$ cat src/hdl/smh_pkg.sv
package smh_pkg;

  // data path widths
  localparam int WORD_W = 64;
  localparam int HALF_W = 32;
  localparam int CFG_W  = 32;

  // default vector length width
  localparam int LENGTH_BITS_DEF = 32;

  // splitmix64 constants
  localparam logic [WORD_W-1:0] GOLDEN  = 64'h9e3779b97f4a7c15;
  localparam logic [WORD_W-1:0] SM_MUL1 = 64'hbf58476d1ce4e5b9;
  localparam logic [WORD_W-1:0] SM_MUL2 = 64'h94d049bb133111eb;

  // per-word step constants
  localparam logic [WORD_W-1:0] STEP_MUL = 64'h165667919e3779f9;
  localparam logic [WORD_W-1:0] STEP_ADD = 64'h9e3779b97f4a7c15;

  // murmur3 finalizer constants
  localparam logic [WORD_W-1:0] FIN_MUL1 = 64'hff51afd7ed558ccd;
  localparam logic [WORD_W-1:0] FIN_MUL2 = 64'hc4ceb9fe1a85ec53;

endpackage

$ cat src/hdl/sign_mask_hash.sv
// a non-final word runs the MIX1, MIX2 and STEP multiplies; the input stalls until it returns to idle
// a final word also runs FIN1 and FIN2, the hash beat is shown on the output after that
// all multiplies go through one shared 32x32 multiplier: 5 products per final word
// reset (rst, synchronous): vector length = 1, running hash reseeded, word index cleared
// after a final word the input stays stalled until the output register is free
module sign_mask_hash #(
  parameter int LENGTH_BITS = smh_pkg::LENGTH_BITS_DEF
) (
  input  logic                       clk,
  input  logic                       rst,
  input  logic                       write_enable,
  input  logic [smh_pkg::CFG_W-1:0]  write_data,
  input  logic                       in_valid,
  output logic                       in_stall,
  input  logic [smh_pkg::WORD_W-1:0] sign_word,
  output logic                       out_valid,
  input  logic                       out_stall,
  output logic [smh_pkg::WORD_W-1:0] hash_value
);

  localparam int WW    = smh_pkg::WORD_W;
  localparam int IDX_W = LENGTH_BITS - 6;

  typedef enum logic [6:0] {
    S_IDLE = 7'b0000001,
    S_MIX1 = 7'b0000010,
    S_MIX2 = 7'b0000100,
    S_STEP = 7'b0001000,
    S_FIN1 = 7'b0010000,
    S_FIN2 = 7'b0100000,
    S_OUT  = 7'b1000000
  } state_t;

  state_t state;
  logic [LENGTH_BITS-1:0] vec_length;
  logic [IDX_W-1:0]       word_index;
  logic [WW-1:0]          running_hash;
  logic [WW-1:0]          work;
  logic                   last_word;
  logic                   go;

  logic                   accept;
  logic                   out_load;
  logic [LENGTH_BITS-1:0] base;
  logic [LENGTH_BITS-1:0] rem;
  logic                   full_word;
  logic [WW-1:0]          masked_word;
  logic [WW-1:0]          tag;
  logic [WW-1:0]          mul_b;
  logic                   mul_done;
  logic [WW-1:0]          mul_p;
  logic [WW-1:0]          mixed;
  logic [WW-1:0]          stepped;
  logic [WW-1:0]          seed;

  assign accept   = in_valid && !in_stall;
  assign in_stall = (state != S_IDLE);
  assign out_load = (state == S_OUT) && (!out_valid || !out_stall);
  assign seed     = smh_pkg::GOLDEN ^ WW'(vec_length);

  // tail masking and position tag
  always_comb begin
    base        = {word_index, 6'd0};
    rem         = (vec_length > base) ? (vec_length - base) : '0;
    full_word   = (rem[LENGTH_BITS-1:6] != '0);
    masked_word = sign_word & ~({WW{1'b1}} << rem[5:0]);
    if (full_word) begin
      masked_word = sign_word;
      tag         = WW'({word_index, 6'h3f});
    end else begin
      tag         = WW'(vec_length);
    end
  end

  // constant operand for the shared multiplier
  always_comb begin
    case (state)
      S_MIX1:  mul_b = smh_pkg::SM_MUL1;
      S_MIX2:  mul_b = smh_pkg::SM_MUL2;
      S_STEP:  mul_b = smh_pkg::STEP_MUL;
      S_FIN1:  mul_b = smh_pkg::FIN_MUL1;
      S_FIN2:  mul_b = smh_pkg::FIN_MUL2;
      default: mul_b = smh_pkg::STEP_MUL;
    endcase
  end

  // multiplier operand a is the shifted-xor form where the mix calls for it
  logic [WW-1:0] mul_a;
  always_comb begin
    case (state)
      S_MIX1:  mul_a = work ^ (work >> 30);
      S_MIX2:  mul_a = work ^ (work >> 27);
      default: mul_a = work;
    endcase
  end

  smh_mul u_mul (
    .clk     (clk),
    .rst     (rst),
    .go      (go),
    .a       (mul_a),
    .b       (mul_b),
    .done    (mul_done),
    .product (mul_p)
  );

  // post-multiply steps
  always_comb begin
    mixed   = running_hash ^ (mul_p ^ (mul_p >> 31));
    stepped = mul_p + smh_pkg::STEP_ADD;
  end

  // sequencer
  always_ff @(posedge clk) begin
    if (rst) begin
      state        <= S_IDLE;
      go           <= 1'b0;
      vec_length   <= LENGTH_BITS'(1);
      word_index   <= '0;
      running_hash <= smh_pkg::GOLDEN ^ WW'(1);
    end else begin
      go <= 1'b0;
      if (write_enable) begin
        vec_length   <= LENGTH_BITS'(WW'(write_data));
        word_index   <= '0;
        running_hash <= smh_pkg::GOLDEN ^ WW'(LENGTH_BITS'(WW'(write_data)));
      end
      case (state)
        S_IDLE: begin
          if (accept) begin
            work      <= (masked_word ^ tag) + smh_pkg::GOLDEN;
            last_word <= !full_word || (rem == LENGTH_BITS'(64));
            go        <= 1'b1;
            state     <= S_MIX1;
          end
        end
        S_MIX1: begin
          if (mul_done) begin
            work  <= mul_p;
            go    <= 1'b1;
            state <= S_MIX2;
          end
        end
        S_MIX2: begin
          if (mul_done) begin
            work  <= {mixed[WW-28:0], mixed[WW-1:WW-27]};
            go    <= 1'b1;
            state <= S_STEP;
          end
        end
        S_STEP: begin
          if (mul_done) begin
            if (last_word) begin
              work  <= stepped ^ (stepped >> 33);
              go    <= 1'b1;
              state <= S_FIN1;
            end else begin
              running_hash <= stepped;
              word_index   <= word_index + IDX_W'(1);
              state        <= S_IDLE;
            end
          end
        end
        S_FIN1: begin
          if (mul_done) begin
            work  <= mul_p ^ (mul_p >> 33);
            go    <= 1'b1;
            state <= S_FIN2;
          end
        end
        S_FIN2: begin
          if (mul_done) begin
            work  <= mul_p ^ (mul_p >> 33);
            state <= S_OUT;
          end
        end
        S_OUT: begin
          if (out_load) begin
            running_hash <= seed;
            word_index   <= '0;
            state        <= S_IDLE;
          end
        end
        default: state <= S_IDLE;
      endcase
    end
  end

  // output register
  always_ff @(posedge clk) begin
    if (rst) begin
      out_valid <= 1'b0;
    end else if (out_load) begin
      out_valid <= 1'b1;
    end else if (out_valid && !out_stall) begin
      out_valid <= 1'b0;
    end
  end

  always_ff @(posedge clk) begin
    if (out_load) hash_value <= work;
  end

`ifndef SYNTHESIS
  // a new result beat only comes out of the output-wait state
  a_out_from_wait: assert property (@(posedge clk) disable iff (rst)
    (out_valid && !$past(out_valid)) |-> $past(state == S_OUT))
    else $error("result appeared without passing the output wait state");

  // multiplier completes only while a multiply state waits for it
  a_done_in_mul_state: assert property (@(posedge clk) disable iff (rst)
    mul_done |-> (state == S_MIX1 || state == S_MIX2 || state == S_STEP ||
                  state == S_FIN1 || state == S_FIN2))
    else $error("multiplier done outside a multiply state");

  // start is a single-cycle pulse
  a_go_pulse: assert property (@(posedge clk) disable iff (rst)
    go |=> !go)
    else $error("multiplier start held for more than one cycle");

  // running hash untouched while mixing or finalizing, unless the length register is written
  a_hash_hold: assert property (@(posedge clk) disable iff (rst)
    ((state == S_MIX1 || state == S_MIX2 || state == S_FIN1 || state == S_FIN2) &&
     !write_enable) |=> $stable(running_hash))
    else $error("running hash changed mid-word");
`endif

endmodule

$ cat src/hdl/smh_mul.sv
module smh_mul (
  input  logic                       clk,
  input  logic                       rst,
  input  logic                       go,
  input  logic [smh_pkg::WORD_W-1:0] a,
  input  logic [smh_pkg::WORD_W-1:0] b,
  output logic                       done,
  output logic [smh_pkg::WORD_W-1:0] product
);

  localparam int HW = smh_pkg::HALF_W;
  localparam int WW = smh_pkg::WORD_W;

  typedef enum logic [3:0] {
    PH_IDLE = 4'b0001,
    PH_LH   = 4'b0010,
    PH_HL   = 4'b0100,
    PH_SUM  = 4'b1000
  } phase_t;

  phase_t phase;
  logic [HW-1:0] mul_a;
  logic [HW-1:0] mul_b;
  logic [WW-1:0] prod;
  logic [WW-1:0] acc;

  // operand halves for the current partial product
  always_comb begin
    case (phase)
      PH_LH: begin
        mul_a = a[HW-1:0];
        mul_b = b[WW-1:HW];
      end
      PH_HL: begin
        mul_a = a[WW-1:HW];
        mul_b = b[HW-1:0];
      end
      default: begin
        mul_a = a[HW-1:0];
        mul_b = b[HW-1:0];
      end
    endcase
  end

  // phase sequencer, low 64 bits of a 64x64 product in three partial products
  always_ff @(posedge clk) begin
    if (rst) begin
      phase <= PH_IDLE;
      done  <= 1'b0;
    end else begin
      done <= (phase == PH_SUM);
      case (phase)
        PH_IDLE: if (go) phase <= PH_LH;
        PH_LH:   phase <= PH_HL;
        PH_HL:   phase <= PH_SUM;
        PH_SUM:  phase <= PH_IDLE;
        default: phase <= PH_IDLE;
      endcase
    end
  end

  // shared 32x32 multiplier and accumulator
  always_ff @(posedge clk) begin
    prod <= {{HW{1'b0}}, mul_a} * {{HW{1'b0}}, mul_b};
    case (phase)
      PH_LH:   acc <= prod;
      PH_HL:   acc[WW-1:HW] <= acc[WW-1:HW] + prod[HW-1:0];
      PH_SUM:  acc[WW-1:HW] <= acc[WW-1:HW] + prod[HW-1:0];
      default: acc <= acc;
    endcase
  end

  assign product = acc;

endmodule
$ cat config.mk
export PLATFORM = sky130hd
export DESIGN_NAME = sign_mask_hash
export DESIGN_NICKNAME = d
export VERILOG_FILES = /design/src/hdl/smh_pkg.sv /design/src/hdl/sign_mask_hash.sv /design/src/hdl/smh_mul.sv
export SDC_FILE = /design/constraint.sdc
export NUM_CORES = 2
export LEC_CHECK = 0
export ABC_AREA = 1
export BUFFER_PORTS_ARGS = -buffer_cell sky130_fd_sc_hd__buf_4
export CORE_MARGIN = 1
export CORE_UTILIZATION = 45
export CTS_BUF_LIST = sky130_fd_sc_hd__clkbuf_8
export DETAILED_ROUTE_END_ITERATION = 16
export GPL_ROUTABILITY_DRIVEN = 0
export GPL_TIMING_DRIVEN = 0
export PLACE_DENSITY_LB_ADDON = 0.3
export SLEW_MARGIN = 20
export SYNTH_ARGS = -nofsm -noshare
export SYNTH_HDL_FRONTEND = slang
export SYNTH_HIERARCHICAL = 1
export SYNTH_SLANG_ARGS = --single-unit
export TNS_END_PERCENT = 30
$ cat constraint.sdc
create_clock -name clk -period 9.6 [get_ports clk]
set_input_delay 0.96 -clock clk [delete_from_list [all_inputs] [get_ports clk]]
set_output_delay 0.96 -clock clk [all_outputs]
set_load 0.02 [all_outputs]
==> Yosys cells after proc, flatten, opt, wreduce, memory -nomap -nowiden <==
Cells that the tools add are included.
{ "word_totals": {"output_inout_bits": 66, "reg_bits": 393, "elab_cells": 119, "in_bits": 101} }
{ "op_classes": {"n_reduce_logical": 19, "n_shift": 1, "muxes": 43, "mul": 1, "eq_ne": 23, "magnitude_cmp": 1, "n_bitwise": 12, "addsub": 5} }
{ "op_table": {"columns": ["operator", "count"], "rows": [
  ["2-to-1 mux 64 bit", 11],
  ["case mux 64 bit (5 select lines)", 1],
  ["case mux 64 bit (2 select lines)", 2],
  ["case mux 64 bit (4 select lines)", 1],
  ["adder 64 bit, second input constant", 2],
  ["2-to-1 mux 32 bit", 4],
  ["XOR 64 x 31 -> 64 bit", 2],
  ["2-to-1 mux 26 bit", 4],
  ["NOT 18 -> 38 bit", 2],
  ["AND 64 bit", 1],
  ["multiplier 32 x 32 -> 64 bit", 1],
  ["NOT 64 bit", 1],
  ["case mux 32 bit (2 select lines)", 1],
  ["left shift 64 x 6 -> 64 bit, first input constant", 1],
  ["XOR 64 x 32 -> 64 bit", 1],
  ["XOR 64 x 33 -> 64 bit", 1],
  ["XOR 64 x 34 -> 64 bit", 1],
  ["XOR 64 x 37 -> 64 bit", 1],
  ["XOR 64 bit", 1],
  ["case mux 26 bit (2 select lines)", 1],
  ["2-to-1 mux 7 bit", 7],
  ["case mux 7 bit (7 select lines)", 1],
  ["adder 32 bit", 1],
  ["equality test 32 x 7 -> 1 bit, second input constant", 1],
  ["other kinds (34)", 55]
]} }

==> Depth between registers and ports, before layout <==
{ "logic_depth": {"ltp_word": 10, "mapped_depth": 42, "ltp_nobuf": 41} }

==> By module <==
The synthesis kept the hierarchy.
{ "modules_own_cells": {"columns": ["mod", "cells_each", "n_inst", "seq_area_each_um2", "area_each_um2"], "rows": [
  ["smh_mul", 5300, 1, 3303.2, 41393.4],
  ["sign_mask_hash", 4250, 1, 6496.2, 25002.7]
]} }

==> Worst setup path after synthesis <==
No wires, ideal clock.
{ "synth_timing": {"path_kind": "flip-flop to flip-flop", "start": "reg state[2]", "end": "reg u_mul.prod[62]", "path_stages_with_launch": 37, "setup_time_ns": 0.112, "period_less_slack_ns": 8.036, "setup_slack_ns": 1.564, "t_arrival_ns": 7.924, "required_ns": 9.488, "n_path_buf": 1, "cell_sequence": "dfxtp_1 -> nor2_1 -> inv_1 -> nor2_1 -> inv_1 -> nor4_1 -> nor2_1 -> inv_2 -> nor2_1 -> clkinv_1 -> inv_1 -> o21ai_2 -> inv_2 -> buf_2 -> nor2_1 -> fa_1 -> fa_1 -> fa_1 -> inv_1 -> fa_1 -> inv_1 -> fa_1 -> fa_1 -> fa_1 -> inv_1 -> fa_1 -> inv_1 -> ha_1 -> nand2_1 -> nor2_1 -> inv_1 -> nor3_1 -> nand2_1 -> nor3_1 -> nand2_1 -> nand3_1 -> nand2_1"} }
{ "synth_between": {"elab_chain_len": 4, "elab_cells_between_ends": 9, "classes_between": "mul: 1; eq/ne: 4; mux: 4"} }
{ "synth_lines": {"columns": ["item", "line", "rtl"], "rows": [
  ["start, declared", "sign_mask_hash.sv:34", "state_t state;"],
  ["start signal, assigned", "sign_mask_hash.sv:116", "state <= S_IDLE;"],
  ["start signal, assigned", "sign_mask_hash.sv:134", "state <= S_MIX1;"],
  ["start signal, assigned", "sign_mask_hash.sv:141", "state <= S_MIX2;"],
  ["equality test 7 x 6 -> 1 bit, or another cell as far along", "sign_mask_hash.sv:77", "case (state)"],
  ["case mux 64 bit (4 select lines) (*)", "sign_mask_hash.sv:77", null],
  ["named net mul_b[44]", "sign_mask_hash.sv:49", "logic [WW-1:0] mul_b;"],
  ["2-to-1 mux 32 bit (*)", "smh_mul.sv:29", "case (phase)"],
  ["multiplier 32 x 32 -> 64 bit (*)", "smh_mul.sv:64", "prod <= {{HW{1'b0}}, mul_a} * {{HW{1'b0}}, mul_b};"],
  ["end signal, assigned", "smh_mul.sv:64", null],
  ["end, declared", "smh_mul.sv:24", "logic [WW-1:0] prod;"]
]} }
Mark *: on every way through the listed nets, which the timed path passes. The rest lies on a longest branch.
A chain may end at the register's enable or synchronous reset.

==> Worst setup path after layout <==
{ "layout_timing": {"start": "reg state[4]", "end": "reg u_mul.prod[60]"} }
Same word-level chain as after synthesis.

==> reports/qor.txt <==
count of final setup violators: 0
CTS buffer count: 71
Post-synth EDFFs: 193
Synth Flop Type: dfxtp_1
register area: 9799 um^2
H-tree depth: 3
hold violation total from the final report: 0
Routed Antenna Nets: 0
FF+latch count, synth: 393
Root Buffer: clkbuf_8
Starting Density: 45.45%
DIE HEIGHT: 386.1 um
I/O pin cnt: 167
Mapped Area: 66400 um^2
CTS Buffer Depth: 3
synth top area cells: fa_1 27%, nand2_1 16%, inv_1 10%, edfxtp_1 8.7%, nor2_1 6.5%
synth warn: 6
critical path's slowest cell: fa_1
post-synth cell types: 66
cell row count: 140
Finished Core Util: 49.46%
Max FO, Critical Path: 11
Max Freq: 106.0 MHz
fin area: 72250 um^2
vias: 68449
initial antenna violation count: 19
commonest non-fill, non-tap cells in the layout: 2775 x nand2_1, 1869 x inv_1, 1138 x nor2_1
synthesized area per cell: 6.952 um^2
core area: 146100 um^2
Worst Path Arrival: 9990 ps
CP Launch Type: register
clk sink count: 393
most common cell after layout, fill and taps aside: nand2_1
hold_buf cts: 0
most frequent CP cell: fa_1
number of remaining DRC errors: 0
Syn Inst Count: 9550
Area growth syn-to-layout: 8.819%
crit path time final: 9434 ps
dpl cells: 11647
fin cells: 11812
Initial DRT Pass Iterations: 13
first-pass GRT wire length: 408800 um
fraction of layout cells with a size suffix above 1: 7.733%
worst hold path type: register to register
Post-synth ARST share: 0%
Port Buf Inserts: 166
clk_skew: 83.17 ps
final-layout fill cell count: 14611
Iteration-0 DRC Markers: 10146
final cycle utilization of the critical path: 98.27%
dpl hpwl: 236800 um
CTS tree: yes
area leader, netlist: fa_1
area used by multi-input combinational logic: 47780 um^2
WP data required: 10160 ps
Total Wirelength: 284500 um
max-slew violation count: 0
CP Capture Type: register
clock latency on the worst-skew pair: 740 ps
RSZ-0062 raised after global routing: false
Die W: 386.1 um
vias in the first global route: 64096
maxcap violations: 0
largest net degree at the start of global routing: 59
via/cell ratio: 5.795
GRT Resource Usage Total: 37.64%
Area after DPL: 70210 um^2
Die ar.: 149100 um^2
Max-slew headroom: 8.059%
sequential share of the synthesized area: 14.76%
detail-routed net length per standard cell: 24.09 um
Tightest Pin Transition: 1367 ps
CP Class: register to register
CP max stage delay: 650 ps
outcome: finished clean
clock-pin slew on the worst setup and hold paths: 60 ps
GR Overflow Total: 0
Final #Nets: 11148
top cell type's share of synthesized area: 27.08%
## worst paths after layout
| path | from | endpoint | slack (ps) | cells after the start |
|---|---|---|---|---|
| setup / recovery | state[4]$_SDFFE_PP0P_ | u_mul/prod[60]$_DFF_P_ | 170 | 30 |
| hold reg to reg | word_index[17]$_SDFF_PP0_ | word_index[17]$_SDFF_PP0_ | 470 | 2 |
| hold / removal | word_index[17]$_SDFF_PP0_ | word_index[17]$_SDFF_PP0_ | 470 | 2 |
| setup reg to reg | state[4]$_SDFFE_PP0P_ | u_mul/prod[60]$_DFF_P_ | 170 | 30 |
## area by class of cell
| class | count | share of cell area, % |
|---|---|---|
| multi-input cells | 6887 | 66.13 |
| flip-flops and latches | 393 | 13.56 |
| inverters | 1940 | 10.13 |
| well taps | 1917 | 3.320 |
| plain buffers | 334 | 2.599 |
| repair buffers | 199 | 2.144 |
| clock buffers | 81 | 1.543 |
| clock inverters | 46 | 0.5212 |
| diodes | 15 | 0.05195 |
## repair_timing
item,CTS,global route
setup buffers,6,18
resized for setup,35,110
endpoints found under the setup margin,53,45
pin swaps,3,8
## metal layers
layer	up-vias	track usage (%)	share of wire, %
met3	1274	17.07	17
met2	5642	51.34	39
li1	29555	-	-
met5	-	0.3249	0.042
met1	31966	47.29	36
met4	12	25.15	8.4
## through the flow
stage,setup TNS [ps],setup WS (ps),hold WS (ps)
2_1_floorplan,0,1564,412.3
3_3_place_gp,-139780,-1913,456.2
3_5_place_dp,-83730,-1984,464.4
4_1_cts,0,7.712,462.4
5_1_grt,0,2.889,484.1
6_report,0,165.7,472.0
## cells in the mapped netlist, drive strengths merged (18+ instances only)
library cell and instances:
inv 1930, nor3 87, nand3 337, nand4 69, o22ai 18, o21bai 23
xor2 127, nor2 1167, clkbuf 139, a221oi 34, o21ai 406, o211ai 37
dfxtp 200, fa 898, edfxtp 193, o221ai 27, xnor2 57, nand2 2796
ha 323, a21oi 300, buf 196, a31oi 28, or2 34
## worst max-delay path, delay by kind of cell (launching register included)
family          cells  cell delay, ps
fa+ha+maj           9            4760
simple gates       12            2060
buf+inv             7            1430
compound gates      2             590
flops               1             430
## sequential cells by signal, indices dropped and copies added (netlist names)
signal	flops
state	7
hash_value	64
last_word	1
u_mul/phase	4
work	64
vec_length	32
u_mul/prod	64
u_mul/done	1
word_index	26
running_hash	64
go	1
u_mul/product	64
out_valid	1
## cell families (layout without fill, tap and decap cells)
kind of cell / count (synthesis) / count (layout) / share of synthesized area, %
AO/OA/AOI/OAI: 947 / 947 / 8.814
XOR/XNOR: 184 / 184 / 2.427
adder cells (fa/ha/maj): 1221 / 1221 / 33.16
buffers and inverters: 2275 / 2600 / 13.61
flip-flops: 393 / 393 / 14.76
other: 2 / 22 / 0.01131
AND/OR/NAND/NOR: 4528 / 4528 / 27.22
Power is left out: the tool's default activity adds up to more than one toggle a clock period on the data nets, which glitch-free logic cannot reach.
